$ cat config.mk
export PLATFORM = sky130hd
export DESIGN_NAME = wilder_adx_indicator_flat
export DESIGN_NICKNAME = d
export VERILOG_FILES = /design/src/sv/wadx_pkg.sv /design/src/sv/wadx_if.sv /design/src/sv/wilder_adx_indicator.sv /design/src/flat_wrapper.sv
export SDC_FILE = /design/constraint.sdc
export NUM_CORES = 2
export LEC_CHECK = 0
export BUFFER_PORTS_ARGS = -buffer_cell sky130_fd_sc_hd__buf_2
export CAP_MARGIN = 30
export CORE_ASPECT_RATIO = 2
export CORE_UTILIZATION = 60
export CTS_BUF_LIST = sky130_fd_sc_hd__clkbuf_8
export CTS_CLUSTER_SIZE = 25
export DETAILED_ROUTE_END_ITERATION = 8
export GPL_TIMING_DRIVEN = 0
export PLACE_DENSITY = 0.8
export SETUP_SLACK_MARGIN = 0.3
export SLEW_MARGIN = 20
export SYNTH_ARGS = -nofsm -noshare
export SYNTH_HDL_FRONTEND = slang
export SYNTH_SLANG_ARGS = --single-unit
$ cat constraint.sdc
create_clock -name clock -period 8.65 [get_ports clock]
set_input_delay 0.4325 -clock clock [delete_from_list [all_inputs] [get_ports clock]]
set_output_delay 0.4325 -clock clock [all_outputs]
set_load 0.02 [all_outputs]
$ cat src/sv/wadx_pkg.sv
// Package for the Wilder ADX indicator: widths, limits and codes.
// Used by the interfaces, the top level and the checker.
package wadx_pkg;
   localparam int PRICE_BITS_DEF = 32;
   localparam int MAX_PERIOD_DEF = 255;
   localparam int PERIOD_BITS    = 8;
   localparam int PCT_BITS       = 23;
   localparam int SMOOTH_BITS    = 40;
   localparam int DXSUM_BITS     = 32;
   localparam int COUNT_BITS     = 10;
   localparam logic [PCT_BITS-1:0] PCT_ONE = 23'd6553600;
   localparam logic [PERIOD_BITS-1:0] PERIOD_RESET = 8'd14;
   localparam int DIV_BITS       = 64;
   localparam int DIV_CNT_BITS   = 7;
endpackage

$ cat src/sv/wadx_if.sv
// Handshake interfaces for bar and result transactions.
// Depends on wadx_pkg.
interface wadx_req_if #(parameter int PRICE_BITS = wadx_pkg::PRICE_BITS_DEF);
   logic                  valid;
   logic                  ready;
   logic [PRICE_BITS-1:0] high_price;
   logic [PRICE_BITS-1:0] low_price;
   logic [PRICE_BITS-1:0] close_price;
   logic                  restart;
   modport source (output valid, high_price, low_price, close_price, restart, input ready);
   modport sink   (input valid, high_price, low_price, close_price, restart, output ready);
endinterface

interface wadx_rsp_if;
   logic                           valid;
   logic                           ready;
   logic [wadx_pkg::PCT_BITS-1:0]  adx_value;
   logic [wadx_pkg::PCT_BITS-1:0]  plus_di;
   logic [wadx_pkg::PCT_BITS-1:0]  minus_di;
   logic                           adx_valid;
   modport source (output valid, adx_value, plus_di, minus_di, adx_valid, input ready);
   modport sink   (input valid, adx_value, plus_di, minus_di, adx_valid, output ready);
endinterface

$ cat src/sv/wilder_adx_indicator.sv
// Wilder ADX indicator over price bars, with one shared restoring divider.
// Depends on wadx_pkg and the interfaces in wadx_if.sv.
//
// One bar transaction is taken at a time, and req.ready is high only while the
// sequencer is idle. Each bar runs through a sequencer that reuses one 64-bit
// restoring divider, which works out one quotient bit per cycle. From the
// accepting edge to the edge that loads the result register:
//  - a first or restart bar passes only through the setup state;
//  - a priming bar passes through the setup state and three smoothing
//    divisions;
//  - a primed bar passes through the setup state and eight divisions:
//    three for smoothing, two DIs, DX, the DX smoothing term and ADX.
// The input is ready again once the sequencer is back in idle. The result
// sits in its own output register until rsp.ready, so the next bar may be
// taken meanwhile. If that bar finishes while the earlier result is still
// unread, the sequencer holds in its final state until the register frees.
module wilder_adx_indicator #(
   parameter int PRICE_BITS = wadx_pkg::PRICE_BITS_DEF,
   parameter int MAX_PERIOD = wadx_pkg::MAX_PERIOD_DEF
) (
   input  logic                             clock,
   input  logic                             reset,
   input  logic                             csr_wr_en,
   input  logic [wadx_pkg::PERIOD_BITS-1:0] csr_wr_data,
   wadx_req_if.sink                         req,
   wadx_rsp_if.source                       rsp
);
   localparam int SB = wadx_pkg::SMOOTH_BITS;
   localparam int DB = wadx_pkg::DIV_BITS;
   localparam int CB = wadx_pkg::COUNT_BITS;
   localparam int PB = wadx_pkg::PCT_BITS;
   localparam int NB = wadx_pkg::DIV_CNT_BITS;
   localparam int DXB = wadx_pkg::DXSUM_BITS;
   localparam int XB = PRICE_BITS + 1;
   localparam logic [CB-1:0] COUNT_MAX = {CB{1'b1}};
   localparam logic [SB-1:0] SMAX = {SB{1'b1}};
   localparam logic [DXB-1:0] DXMAX = {DXB{1'b1}};

   typedef enum logic [10:0] {
      S_IDLE = 11'b00000000001, S_PREP = 11'b00000000010, S_SR  = 11'b00000000100,
      S_SP   = 11'b00000001000, S_SM   = 11'b00000010000, S_PDI = 11'b00000100000,
      S_MDI  = 11'b00001000000, S_DX   = 11'b00010000000, S_ADX = 11'b00100000000,
      S_DIV  = 11'b01000000000, S_DXS  = 11'b10000000000
   } state_type;

   state_type state_ff, state_in, ret_ff, ret_in;
   logic [wadx_pkg::PERIOD_BITS-1:0] period_ff;
   logic [PRICE_BITS-1:0] ph_ff, pl_ff, pc_ff, h_ff, l_ff, c_ff;
   logic [SB-1:0] sr_ff, sp_ff, sm_ff, tr_ff, pdm_ff, mdm_ff;
   logic [DXB-1:0] dxs_ff;
   logic [CB-1:0] cnt_ff, p_ff;
   logic [PB-1:0] pdi_ff, mdi_ff;
   logic [PB-1:0] dx_hold_ff;
   logic restart_ff;
   logic out_v_ff, out_v_in;
   logic [PB-1:0] o_adx_ff, o_pdi_ff, o_mdi_ff;
   logic o_val_ff;
   // divider
   logic [DB-1:0] num_ff, den_ff, quo_ff, rem_ff;
   logic [NB-1:0] dcnt_ff;
   logic [DB:0] trial;

   logic [CB-1:0] p_eff;
   logic [CB-1:0] d_cur, k_cur;
   logic [XB-1:0] up, down, t1, t2, trr;
   logic [DXB-1:0] dxs_base, dxs_nx;
   logic [DXB:0] dxs_sum;
   logic res_st, stall_out;

   function automatic logic [SB-1:0] sadd(input logic [SB:0] a, input logic [SB:0] b);
      logic [SB+1:0] s;
      s = {1'b0, a} + {1'b0, b};
      return (s > {2'b0, SMAX}) ? SMAX : s[SB-1:0];
   endfunction

   always_comb begin
      p_eff = {{(CB-wadx_pkg::PERIOD_BITS){1'b0}}, period_ff};
      if (p_eff == '0) p_eff = CB'(1);
      if (p_eff > CB'(MAX_PERIOD)) p_eff = CB'(MAX_PERIOD);
      d_cur = cnt_ff - CB'(1);
      k_cur = d_cur - p_ff + CB'(1);
      up   = {1'b0, h_ff} - {1'b0, ph_ff};
      down = {1'b0, pl_ff} - {1'b0, l_ff};
      t1 = (h_ff >= pc_ff) ? {1'b0, h_ff - pc_ff} : {1'b0, pc_ff - h_ff};
      t2 = (l_ff >= pc_ff) ? {1'b0, l_ff - pc_ff} : {1'b0, pc_ff - l_ff};
      trr = (h_ff > l_ff) ? {1'b0, h_ff - l_ff} : '0;
      if (t1 > trr) trr = t1;
      if (t2 > trr) trr = t2;
      trial = {rem_ff, num_ff[DB-1]} - {1'b0, den_ff};
      // DX sum update; quo holds dxs/p here
      dxs_base = (k_cur <= p_ff) ? dxs_ff : dxs_ff - quo_ff[DXB-1:0];
      dxs_sum = {1'b0, dxs_base} + {{(DXB+1-PB){1'b0}}, dx_hold_ff};
      dxs_nx = dxs_sum[DXB] ? DXMAX : dxs_sum[DXB-1:0];
   end

   // states that load the result register wait while it still holds an unread result
   always_comb begin
      res_st = (state_ff == S_PREP && (restart_ff || cnt_ff == '0)) ||
               (state_ff == S_SM && d_cur < p_ff) || (state_ff == S_ADX);
      stall_out = res_st && out_v_ff && !rsp.ready;
      out_v_in = out_v_ff;
      if (rsp.valid && rsp.ready) out_v_in = 1'b0;
      if (res_st && !stall_out) out_v_in = 1'b1;
   end

   assign req.ready = (state_ff == S_IDLE);
   assign rsp.valid = out_v_ff;
   assign rsp.adx_value = o_adx_ff;
   assign rsp.plus_di = o_pdi_ff;
   assign rsp.minus_di = o_mdi_ff;
   assign rsp.adx_valid = o_val_ff;

   logic [DB-1:0] pdi_w;
   logic [SB-1:0] q_sat;
   logic [PB-1:0] q_pct;
   assign q_sat = (quo_ff > DB'(SMAX)) ? SMAX : quo_ff[SB-1:0];
   assign q_pct = (quo_ff > DB'(wadx_pkg::PCT_ONE)) ? wadx_pkg::PCT_ONE : quo_ff[PB-1:0];
   assign pdi_w = DB'(pdi_ff);

   always_ff @(posedge clock) begin
      if (reset) begin
         state_ff <= S_IDLE; ret_ff <= S_IDLE; out_v_ff <= 1'b0;
         period_ff <= wadx_pkg::PERIOD_RESET;
         ph_ff <= '0; pl_ff <= '0; pc_ff <= '0;
         sr_ff <= '0; sp_ff <= '0; sm_ff <= '0; dxs_ff <= '0; cnt_ff <= '0;
      end else begin
         if (csr_wr_en) period_ff <= csr_wr_data;
         out_v_ff <= out_v_in;
         state_ff <= state_in; ret_ff <= ret_in;
         if (!stall_out) begin
            unique case (state_ff)
               S_IDLE: if (req.valid && req.ready) begin
                  h_ff <= req.high_price; l_ff <= req.low_price; c_ff <= req.close_price;
                  restart_ff <= req.restart;
               end
               S_PREP: begin
                  p_ff <= p_eff;
                  pdi_ff <= '0; mdi_ff <= '0;
                  if (restart_ff || cnt_ff == '0) begin
                     sr_ff <= '0; sp_ff <= '0; sm_ff <= '0; dxs_ff <= '0;
                     cnt_ff <= CB'(1);
                     ph_ff <= h_ff; pl_ff <= l_ff; pc_ff <= c_ff;
                     o_adx_ff <= '0; o_pdi_ff <= '0; o_mdi_ff <= '0; o_val_ff <= 1'b0;
                  end else begin
                     tr_ff <= SB'(trr);
                     pdm_ff <= (!up[XB-1] && up != '0 && $signed(up) > $signed(down))
                               ? SB'(up) : '0;
                     mdm_ff <= (!down[XB-1] && down != '0 && $signed(down) > $signed(up))
                               ? SB'(down) : '0;
                     if (cnt_ff != COUNT_MAX) cnt_ff <= cnt_ff + CB'(1);
                     ph_ff <= h_ff; pl_ff <= l_ff; pc_ff <= c_ff;
                     num_ff <= DB'(sr_ff); den_ff <= DB'(p_eff);
                     rem_ff <= '0; dcnt_ff <= '0;
                  end
               end
               S_DIV: begin
                  if (!trial[DB]) rem_ff <= trial[DB-1:0];
                  else rem_ff <= {rem_ff[DB-2:0], num_ff[DB-1]};
                  quo_ff <= {quo_ff[DB-2:0], !trial[DB]};
                  num_ff <= {num_ff[DB-2:0], 1'b0};
                  dcnt_ff <= dcnt_ff + NB'(1);
               end
               S_SR: begin
                  sr_ff <= (d_cur <= p_ff) ? sadd({1'b0, sr_ff}, {1'b0, tr_ff})
                                          : sadd({1'b0, sr_ff - q_sat}, {1'b0, tr_ff});
                  num_ff <= DB'(sp_ff); den_ff <= DB'(p_ff); rem_ff <= '0; dcnt_ff <= '0;
               end
               S_SP: begin
                  sp_ff <= (d_cur <= p_ff) ? sadd({1'b0, sp_ff}, {1'b0, pdm_ff})
                                          : sadd({1'b0, sp_ff - q_sat}, {1'b0, pdm_ff});
                  num_ff <= DB'(sm_ff); den_ff <= DB'(p_ff); rem_ff <= '0; dcnt_ff <= '0;
               end
               S_SM: begin
                  sm_ff <= (d_cur <= p_ff) ? sadd({1'b0, sm_ff}, {1'b0, mdm_ff})
                                          : sadd({1'b0, sm_ff - q_sat}, {1'b0, mdm_ff});
                  if (d_cur < p_ff) begin
                     o_adx_ff <= '0; o_pdi_ff <= '0; o_mdi_ff <= '0; o_val_ff <= 1'b0;
                  end
                  // DI numerator times 100<<16 fits 64 bits: 40 + 23
                  num_ff <= DB'(sp_ff) * DB'(wadx_pkg::PCT_ONE);
                  den_ff <= DB'(sr_ff); rem_ff <= '0; dcnt_ff <= '0;
               end
               S_PDI: begin
                  pdi_ff <= (den_ff == '0) ? '0 : q_pct;
                  num_ff <= DB'(sm_ff) * DB'(wadx_pkg::PCT_ONE);
                  rem_ff <= '0; dcnt_ff <= '0;
               end
               S_MDI: begin
                  mdi_ff <= (den_ff == '0) ? '0 : q_pct;
                  num_ff <= DB'((pdi_ff >= ((den_ff == '0) ? '0 : q_pct))
                            ? pdi_w - DB'((den_ff == '0) ? '0 : q_pct)
                            : DB'((den_ff == '0) ? '0 : q_pct) - pdi_w)
                            * DB'(wadx_pkg::PCT_ONE);
                  den_ff <= pdi_w + DB'((den_ff == '0) ? '0 : q_pct);
                  rem_ff <= '0; dcnt_ff <= '0;
               end
               S_DX: begin
                  // hold DX while the divider works out dxs/p
                  dx_hold_ff <= (den_ff == '0) ? '0 : q_pct;
                  num_ff <= DB'(dxs_ff); den_ff <= DB'(p_ff);
                  rem_ff <= '0; dcnt_ff <= '0;
               end
               S_DXS: begin
                  dxs_ff <= dxs_nx;
                  num_ff <= DB'(dxs_nx);
                  rem_ff <= '0; dcnt_ff <= '0;
               end
               S_ADX: begin
                  o_pdi_ff <= pdi_ff; o_mdi_ff <= mdi_ff;
                  o_val_ff <= k_cur >= p_ff;
                  o_adx_ff <= (k_cur >= p_ff) ? q_pct : '0;
               end
               default: ;
            endcase
         end
      end
   end

   always_comb begin
      state_in = state_ff;
      ret_in = ret_ff;
      if (!stall_out) begin
         unique case (state_ff)
            S_IDLE: if (req.valid && req.ready) state_in = S_PREP;
            S_PREP: if (restart_ff || cnt_ff == '0) state_in = S_IDLE;
                    else begin state_in = S_DIV; ret_in = S_SR; end
            S_DIV:  if (dcnt_ff == NB'(DB - 1)) state_in = ret_ff;
            S_SR:   begin state_in = S_DIV; ret_in = S_SP; end
            S_SP:   begin state_in = S_DIV; ret_in = S_SM; end
            S_SM:   if (d_cur < p_ff) state_in = S_IDLE;
                    else begin state_in = S_DIV; ret_in = S_PDI; end
            S_PDI:  begin state_in = S_DIV; ret_in = S_MDI; end
            S_MDI:  begin state_in = S_DIV; ret_in = S_DX; end
            S_DX:   begin state_in = S_DIV; ret_in = S_DXS; end
            S_DXS:  begin state_in = S_DIV; ret_in = S_ADX; end
            S_ADX:  state_in = S_IDLE;
            default: state_in = S_IDLE;
         endcase
      end
   end
endmodule

$ cat src/flat_wrapper.sv
// flat-port wrapper written by rule: the top's interface ports become plain ports
module wilder_adx_indicator_flat 
#(
   parameter int PRICE_BITS = wadx_pkg::PRICE_BITS_DEF,
   parameter int MAX_PERIOD = wadx_pkg::MAX_PERIOD_DEF
)
  (clock, reset, csr_wr_en, csr_wr_data, req_valid, req_high_price, req_low_price, req_close_price, req_restart, req_ready, rsp_valid, rsp_adx_value, rsp_plus_di, rsp_minus_di, rsp_adx_valid, rsp_ready);
  wadx_req_if #(.PRICE_BITS(PRICE_BITS)) req_i ();
  wadx_rsp_if rsp_i ();
  input  logic clock;
  input  logic reset;
  input  logic csr_wr_en;
  input  logic [wadx_pkg::PERIOD_BITS-1:0] csr_wr_data;
  input wire logic [$bits(req_i.valid)-1:0] req_valid;
  input wire logic [$bits(req_i.high_price)-1:0] req_high_price;
  input wire logic [$bits(req_i.low_price)-1:0] req_low_price;
  input wire logic [$bits(req_i.close_price)-1:0] req_close_price;
  input wire logic [$bits(req_i.restart)-1:0] req_restart;
  output wire logic [$bits(req_i.ready)-1:0] req_ready;
  output wire logic [$bits(rsp_i.valid)-1:0] rsp_valid;
  output wire logic [$bits(rsp_i.adx_value)-1:0] rsp_adx_value;
  output wire logic [$bits(rsp_i.plus_di)-1:0] rsp_plus_di;
  output wire logic [$bits(rsp_i.minus_di)-1:0] rsp_minus_di;
  output wire logic [$bits(rsp_i.adx_valid)-1:0] rsp_adx_valid;
  input wire logic [$bits(rsp_i.ready)-1:0] rsp_ready;
  assign req_i.valid = req_valid;
  assign req_i.high_price = req_high_price;
  assign req_i.low_price = req_low_price;
  assign req_i.close_price = req_close_price;
  assign req_i.restart = req_restart;
  assign req_ready = req_i.ready;
  assign rsp_valid = rsp_i.valid;
  assign rsp_adx_value = rsp_i.adx_value;
  assign rsp_plus_di = rsp_i.plus_di;
  assign rsp_minus_di = rsp_i.minus_di;
  assign rsp_adx_valid = rsp_i.adx_valid;
  assign rsp_i.ready = rsp_ready;
  wilder_adx_indicator #(.PRICE_BITS(PRICE_BITS), .MAX_PERIOD(MAX_PERIOD)) u_core (.clock(clock), .reset(reset), .csr_wr_en(csr_wr_en), .csr_wr_data(csr_wr_data), .req(req_i), .rsp(rsp_i));
endmodule
==> out/metrics.yaml, run 1 <==
synth:
  synth-edff-count: 581
  ys_types: 113
  yosys.area.top_type: "edfxtp_1"
  synth_top_family_by_area: "compound AO/OA/AOI/OAI gates"
  synthXorXnorAreaFrac: 0.0702
  syn_area_per_cell_um2: 8.46
  async_flop_share: 0
  synth_mux_area_frac: 0.0150
  synth_compound_area_frac: 0.231
  ys_seq_area_frac: 0.266
  synth_warnings: 0
  netlist_area_mm2: 0.0871
  synthSimpleGateAreaFrac: 0.154
  ys_ff_latch: 868
  synth_area_leaders: "edfxtp_1 (20%), ha_1 (17%), dfxtp_1 (6.6%)"
  synthAdderAreaFrac: 0.205
  ys.flop_type: "edfxtp_1"
  yosysTopAreaCellShare: 0.200
  synthCells: 10300
global_routing:
  grt_overflow: 1819
  grt_pass1_vias: 104000
  grt_max_degree: 62
  track_usage: 0.735
  grt_pass1_wl_um: 817000
placed_design:
  port_buffers: 180
  gp_congestion: 1.17
  dpl.hpwl_um: 328000
  place_area_mm2: 0.0917
run_status:
  error: "[ERROR GRT-0116] Global routing finished with congestion. Check the congestion regions in the DRC Viewer."
  status: "did not finish"
  stop_stage: "5_1_grt"
clock_network:
  cts_buffer_depth: 4
  numCtsBuffers: 142
  htreeDepth: 4
  cts_root_buffer: "clkbuf_8"
  cts_sinks: 868
die:
  io_pins: 182
  die_w_um: 271
  row_count: 197
  initial_core_util: 0.605
  die_y_um: 541
[cells in the mapped netlist (166+ instances only)]
cell type / count
nand3_1: 166
xor2_1: 281
a21oi_1: 950
a21o_1: 493
o21ai_0: 557
ha_1: 1209
nor2_1: 775
clkbuf_1: 282
nand2_1: 933
dfxtp_1: 287
inv_1: 983
xnor2_1: 414
edfxtp_1: 581
[metrics by stage]
step	instances	worst slack, ns	util	setup TNS, ns
floorplan	10300	0.321	-	0
global placement	12400	-4.40	0.628	-780.84
detailed placement	12500	-4.10	0.637	-270.03
CTS	13000	-0.453	0.690	-4.60
[repair_timing]
| item | 4_1_cts |
|---|---|
| resized for setup | 471 |
| endpoints found under the setup margin | 248 |
| hold buffers | 107 |
| hold endpoints to repair | 107 |
| buffers inserted | 170 |
| pin swaps | 139 |
| cloned | 2 |
[logic make-up after synthesis]
group,Yosys count
AND/OR/NAND/NOR,2838
multiplexers,128
other,1
adder cells (fa/ha/maj),1344
AO/OA/AOI/OAI,3091
buffers and inverters,1338
XOR/XNOR,697
flip-flops,868
[layer usage]
layer	GRT usage	overflow
met5	0.124	3
met4	0.809	538
met3	0.510	39
met2	0.979	1220
met1	0.692	19
==> run 2, diff against run 1 <==
CORE_ASPECT_RATIO = unset   (was 2)
CORE_UTILIZATION = 40   (was 60)
CTS_BUF_LIST = unset   (was sky130_fd_sc_hd__clkbuf_8)
CTS_CLUSTER_SIZE = unset   (was 25)
PLACE_DENSITY = unset   (was 0.8)
PLACE_DENSITY_LB_ADDON = 0.15   (was unset)
SETUP_SLACK_MARGIN = unset   (was 0.3)
clock period = 11.25 ns   (was 8.65 ns; I/O delays follow)
==> run 2 against run 1 <==
Compared with the run above:
- the flow now finishes without violations
- area after synthesis unchanged
- synthesized cell count stayed put
==> out/metrics.yaml, run 2 <==
synth:
  yosysTopAreaCellShare: 0.200  # unchanged
  synthCells: 10300  # unchanged
  synth.most_common_cell: "ha_1"
  synth_area_leaders: "edfxtp_1 (20%), ha_1 (17%), dfxtp_1 (6.6%)"
  synth_commonest_cells: "ha_1 (1209), inv_1 (983), a21oi_1 (950), nand2_1 (933), nor2_1 (775)"
  syn_area_per_cell_um2: 8.46  # unchanged
  synth_warnings: 0  # unchanged
  ys_types: 113  # unchanged
  async_flop_share: 0  # unchanged
  synth-edff-count: 581  # unchanged
  ys_ff_latch: 868  # unchanged
  ys.flop_type: "edfxtp_1"
  ys_seq_area_frac: 0.266  # unchanged
  netlist_area_mm2: 0.0871  # unchanged
  yosys.area.top_type: "edfxtp_1"
critical_path:
  crit_top_cell: "ha_1"
  start_kind: "register"
  slowest_delay_ns: 0.57
  arrival_ns: 11.32
  reg2reg_from: "u_core.quo_ff[30]$_DFFE_PP_"
  slowest_stage: "nand4_1"
  end_kind: "register"
  cp-startpoint: "u_core.quo_ff[30]$_DFFE_PP_"
  crit_type: "reg -> reg"
  required_ns: 11.69
  path_max_fanout: 10
die:
  core_area_mm2: 0.215
  die_y_um: 469  # -13%
  row_count: 170  # -14%
  initial_core_util: 0.404  # -0.201
  io_pins: 182  # unchanged
  die_w_um: 469  # +73%
  fp.dieArea_mm2: 0.220
routing:
  drcViolationCount: 0
  wl_um: 361000
  avgRoutedWirePerCell_um: 26.3
  vias: 81000
  vias_per_cell: 5.91
  first_pass_iters: 9
  first_iter_violations: 7659
  ant_nets: 0
global_routing:
  track_usage: 0.319
  grt_max_degree: 58
  grt_overflow: 0
  grt_pass1_vias: 77300
  grt_pass1_wl_um: 514000
  grt_antenna_before_repair: 27
cells_and_area:
  final_cell_mix: "ha_1 (1209), inv_1 (983), a21oi_1 (945), nand2_1 (931), nor2_1 (751)"
  syn2layout_area_growth_pct: 12.6
  final_common_cell: "ha_1"
  layout-drive-gt1-share: 0.0631
  nNetsFinal: 12200
  top_regs: "u_core.num_ff (64), u_core.quo_ff (64), u_core.rem_ff (64)"
  final_util: 0.455
timing:
  setup_ws_ns: 0.368
  fin_crit_sh: 0.967
  fin_skew_ns: 0.0873
  max_freq_mhz: 91.9
  tightest_slew_ns: 1.10
  period_needed_ns: 10.88
  hold_viol: 0
  maxSlewViolCount: 0
  setup_viol: 0
  hold-worst-slack_ns: 0.0583
  relSlewSlack: 0.265
clock_network:
  cts_buffer_depth: 3  # -1
  cts_tree: "yes"
  cts_root_buffer: "clkbuf_16"
  cts_sinks: 868  # unchanged
  htreeDepth: 3  # -1
  insertion_delay_ns: 0.81
  clk_pin_slew_ns: 0.06
  numCtsBuffers: 110  # -23%
placed_design:
  dpl.hpwl_um: 296000  # -9.7%
  pre_cts_ws_ns: -1.15  # +2.95 ns
  port_buffers: 180  # unchanged
  gp_congestion: 1.03  # -12%
job:
  maxCapViolations: 0
power:
  power_frac_comb: 0.229
  power.switching_mw: 3.07
  seq_power_share: 0.369
  p_clk_frac: 0.402
  intPower_mw: 6.53
  ir_drop_mv: 0.139
  leakagePower_nw: 44.5
  p_per_area_mw_per_mm2: 97.9
  sw_frac_of_total: 0.320
run_status:
  status: "finished clean"
min_path:
  hold_class: "in -> reg"
  min_from: "csr_wr_data[0]"
run 2: cell counts after synthesis:
No cell type changed its count.
run 2: path summary, 6_finish.rpt:
check	to	slack, ns	depth (start not counted)
max	u_core.num_ff[62]$_DFFE_PP_	0.37	39
min	u_core.period_ff[0]$_SDFFE_PP0P_	0.06	3
min reg2reg	u_core.quo_ff[42]$_DFFE_PP_	0.44	0
max reg2reg	u_core.num_ff[62]$_DFFE_PP_	0.37	39
run 2: metal layers:
layer | share of wire | up-vias | track usage
met4 | 0.080 | 24 | 0.226
met3 | 0.074 | 827 | 0.0529
li1 | - | 38000 | -
met2 | 0.43 | 3245 | 0.497
met5 | 0.00053 | - | 0
met1 | 0.41 | 39000 | 0.400
run 2: final cells by class:
cell class / count / area (um2)
inverters: 986 / 3700
multi-input cells: 8100 / 59200
fillers: 21400 / 117000
clock inverters: 67 / 821
plain buffers: 352 / 1430
flip-flops and latches: 868 / 23200
well taps: 2838 / 3550
diodes: 12 / 30.0
repair buffers: 358 / 3060
clock buffers: 140 / 3090
run 2: logic make-up (layout without fill, tap and decap cells):
kind of cell / after synthesis / in the layout / synth area share
AO/OA/AOI/OAI: 3091 / 3091 / 0.231
multiplexers: 128 / 128 / 0.0150
flip-flops: 868 / 868 / 0.266
XOR/XNOR: 697 / 697 / 0.0702
other: 1 / 14 / 0.0000430
buffers and inverters: 1338 / 1903 / 0.0586
AND/OR/NAND/NOR: 2838 / 2838 / 0.154
adder cells (fa/ha/maj): 1344 / 1344 / 0.205
run 2: critical path: cells and delay by family, from the launching register on:
kind / cells / cell delay, ns
AND/OR/NAND/NOR: 12 / 2.94
adder cells (fa/ha/maj): 5 / 1.65
AO/OA/AOI/OAI: 14 / 3.49
buffers and inverters: 6 / 1.69
XOR/XNOR: 2 / 0.35
flip-flops: 1 / 0.37
run 2: power by group through the flow:
stage	combinational [mW]	clock, mW	sequential, mW
finish	2.20	3.86	3.54
global route	2.40	4.03	3.54
CTS	2.16	3.92	3.54
detailed placement	2.12	0	3.61
global placement	2.07	0	3.62
floorplan	1.43	0	3.57
run 2: repair_timing:
item,in CTS,in global routing
hold endpoints to repair,100,0
setup endpoints to repair,51,44
gates resized for setup,18,21
hold buffers,100,0
setup buffers,0,12
gates cloned,0,0
pin swaps,3,3
run 2: metrics by stage:
step	setup TNS [ns]	area (um2)	power, mW	std cells
after floorplan	0	87100	5.00	10300
after global placement	-63.24	91600	5.69	13300
after detailed placement	-22.60	92900	5.73	13400
after CTS	0	97800	9.63	13700
after global routing	-0.0414	98000	9.97	13700
final	0	98100	9.60	13700
Power figures use the tool's default switching activity.
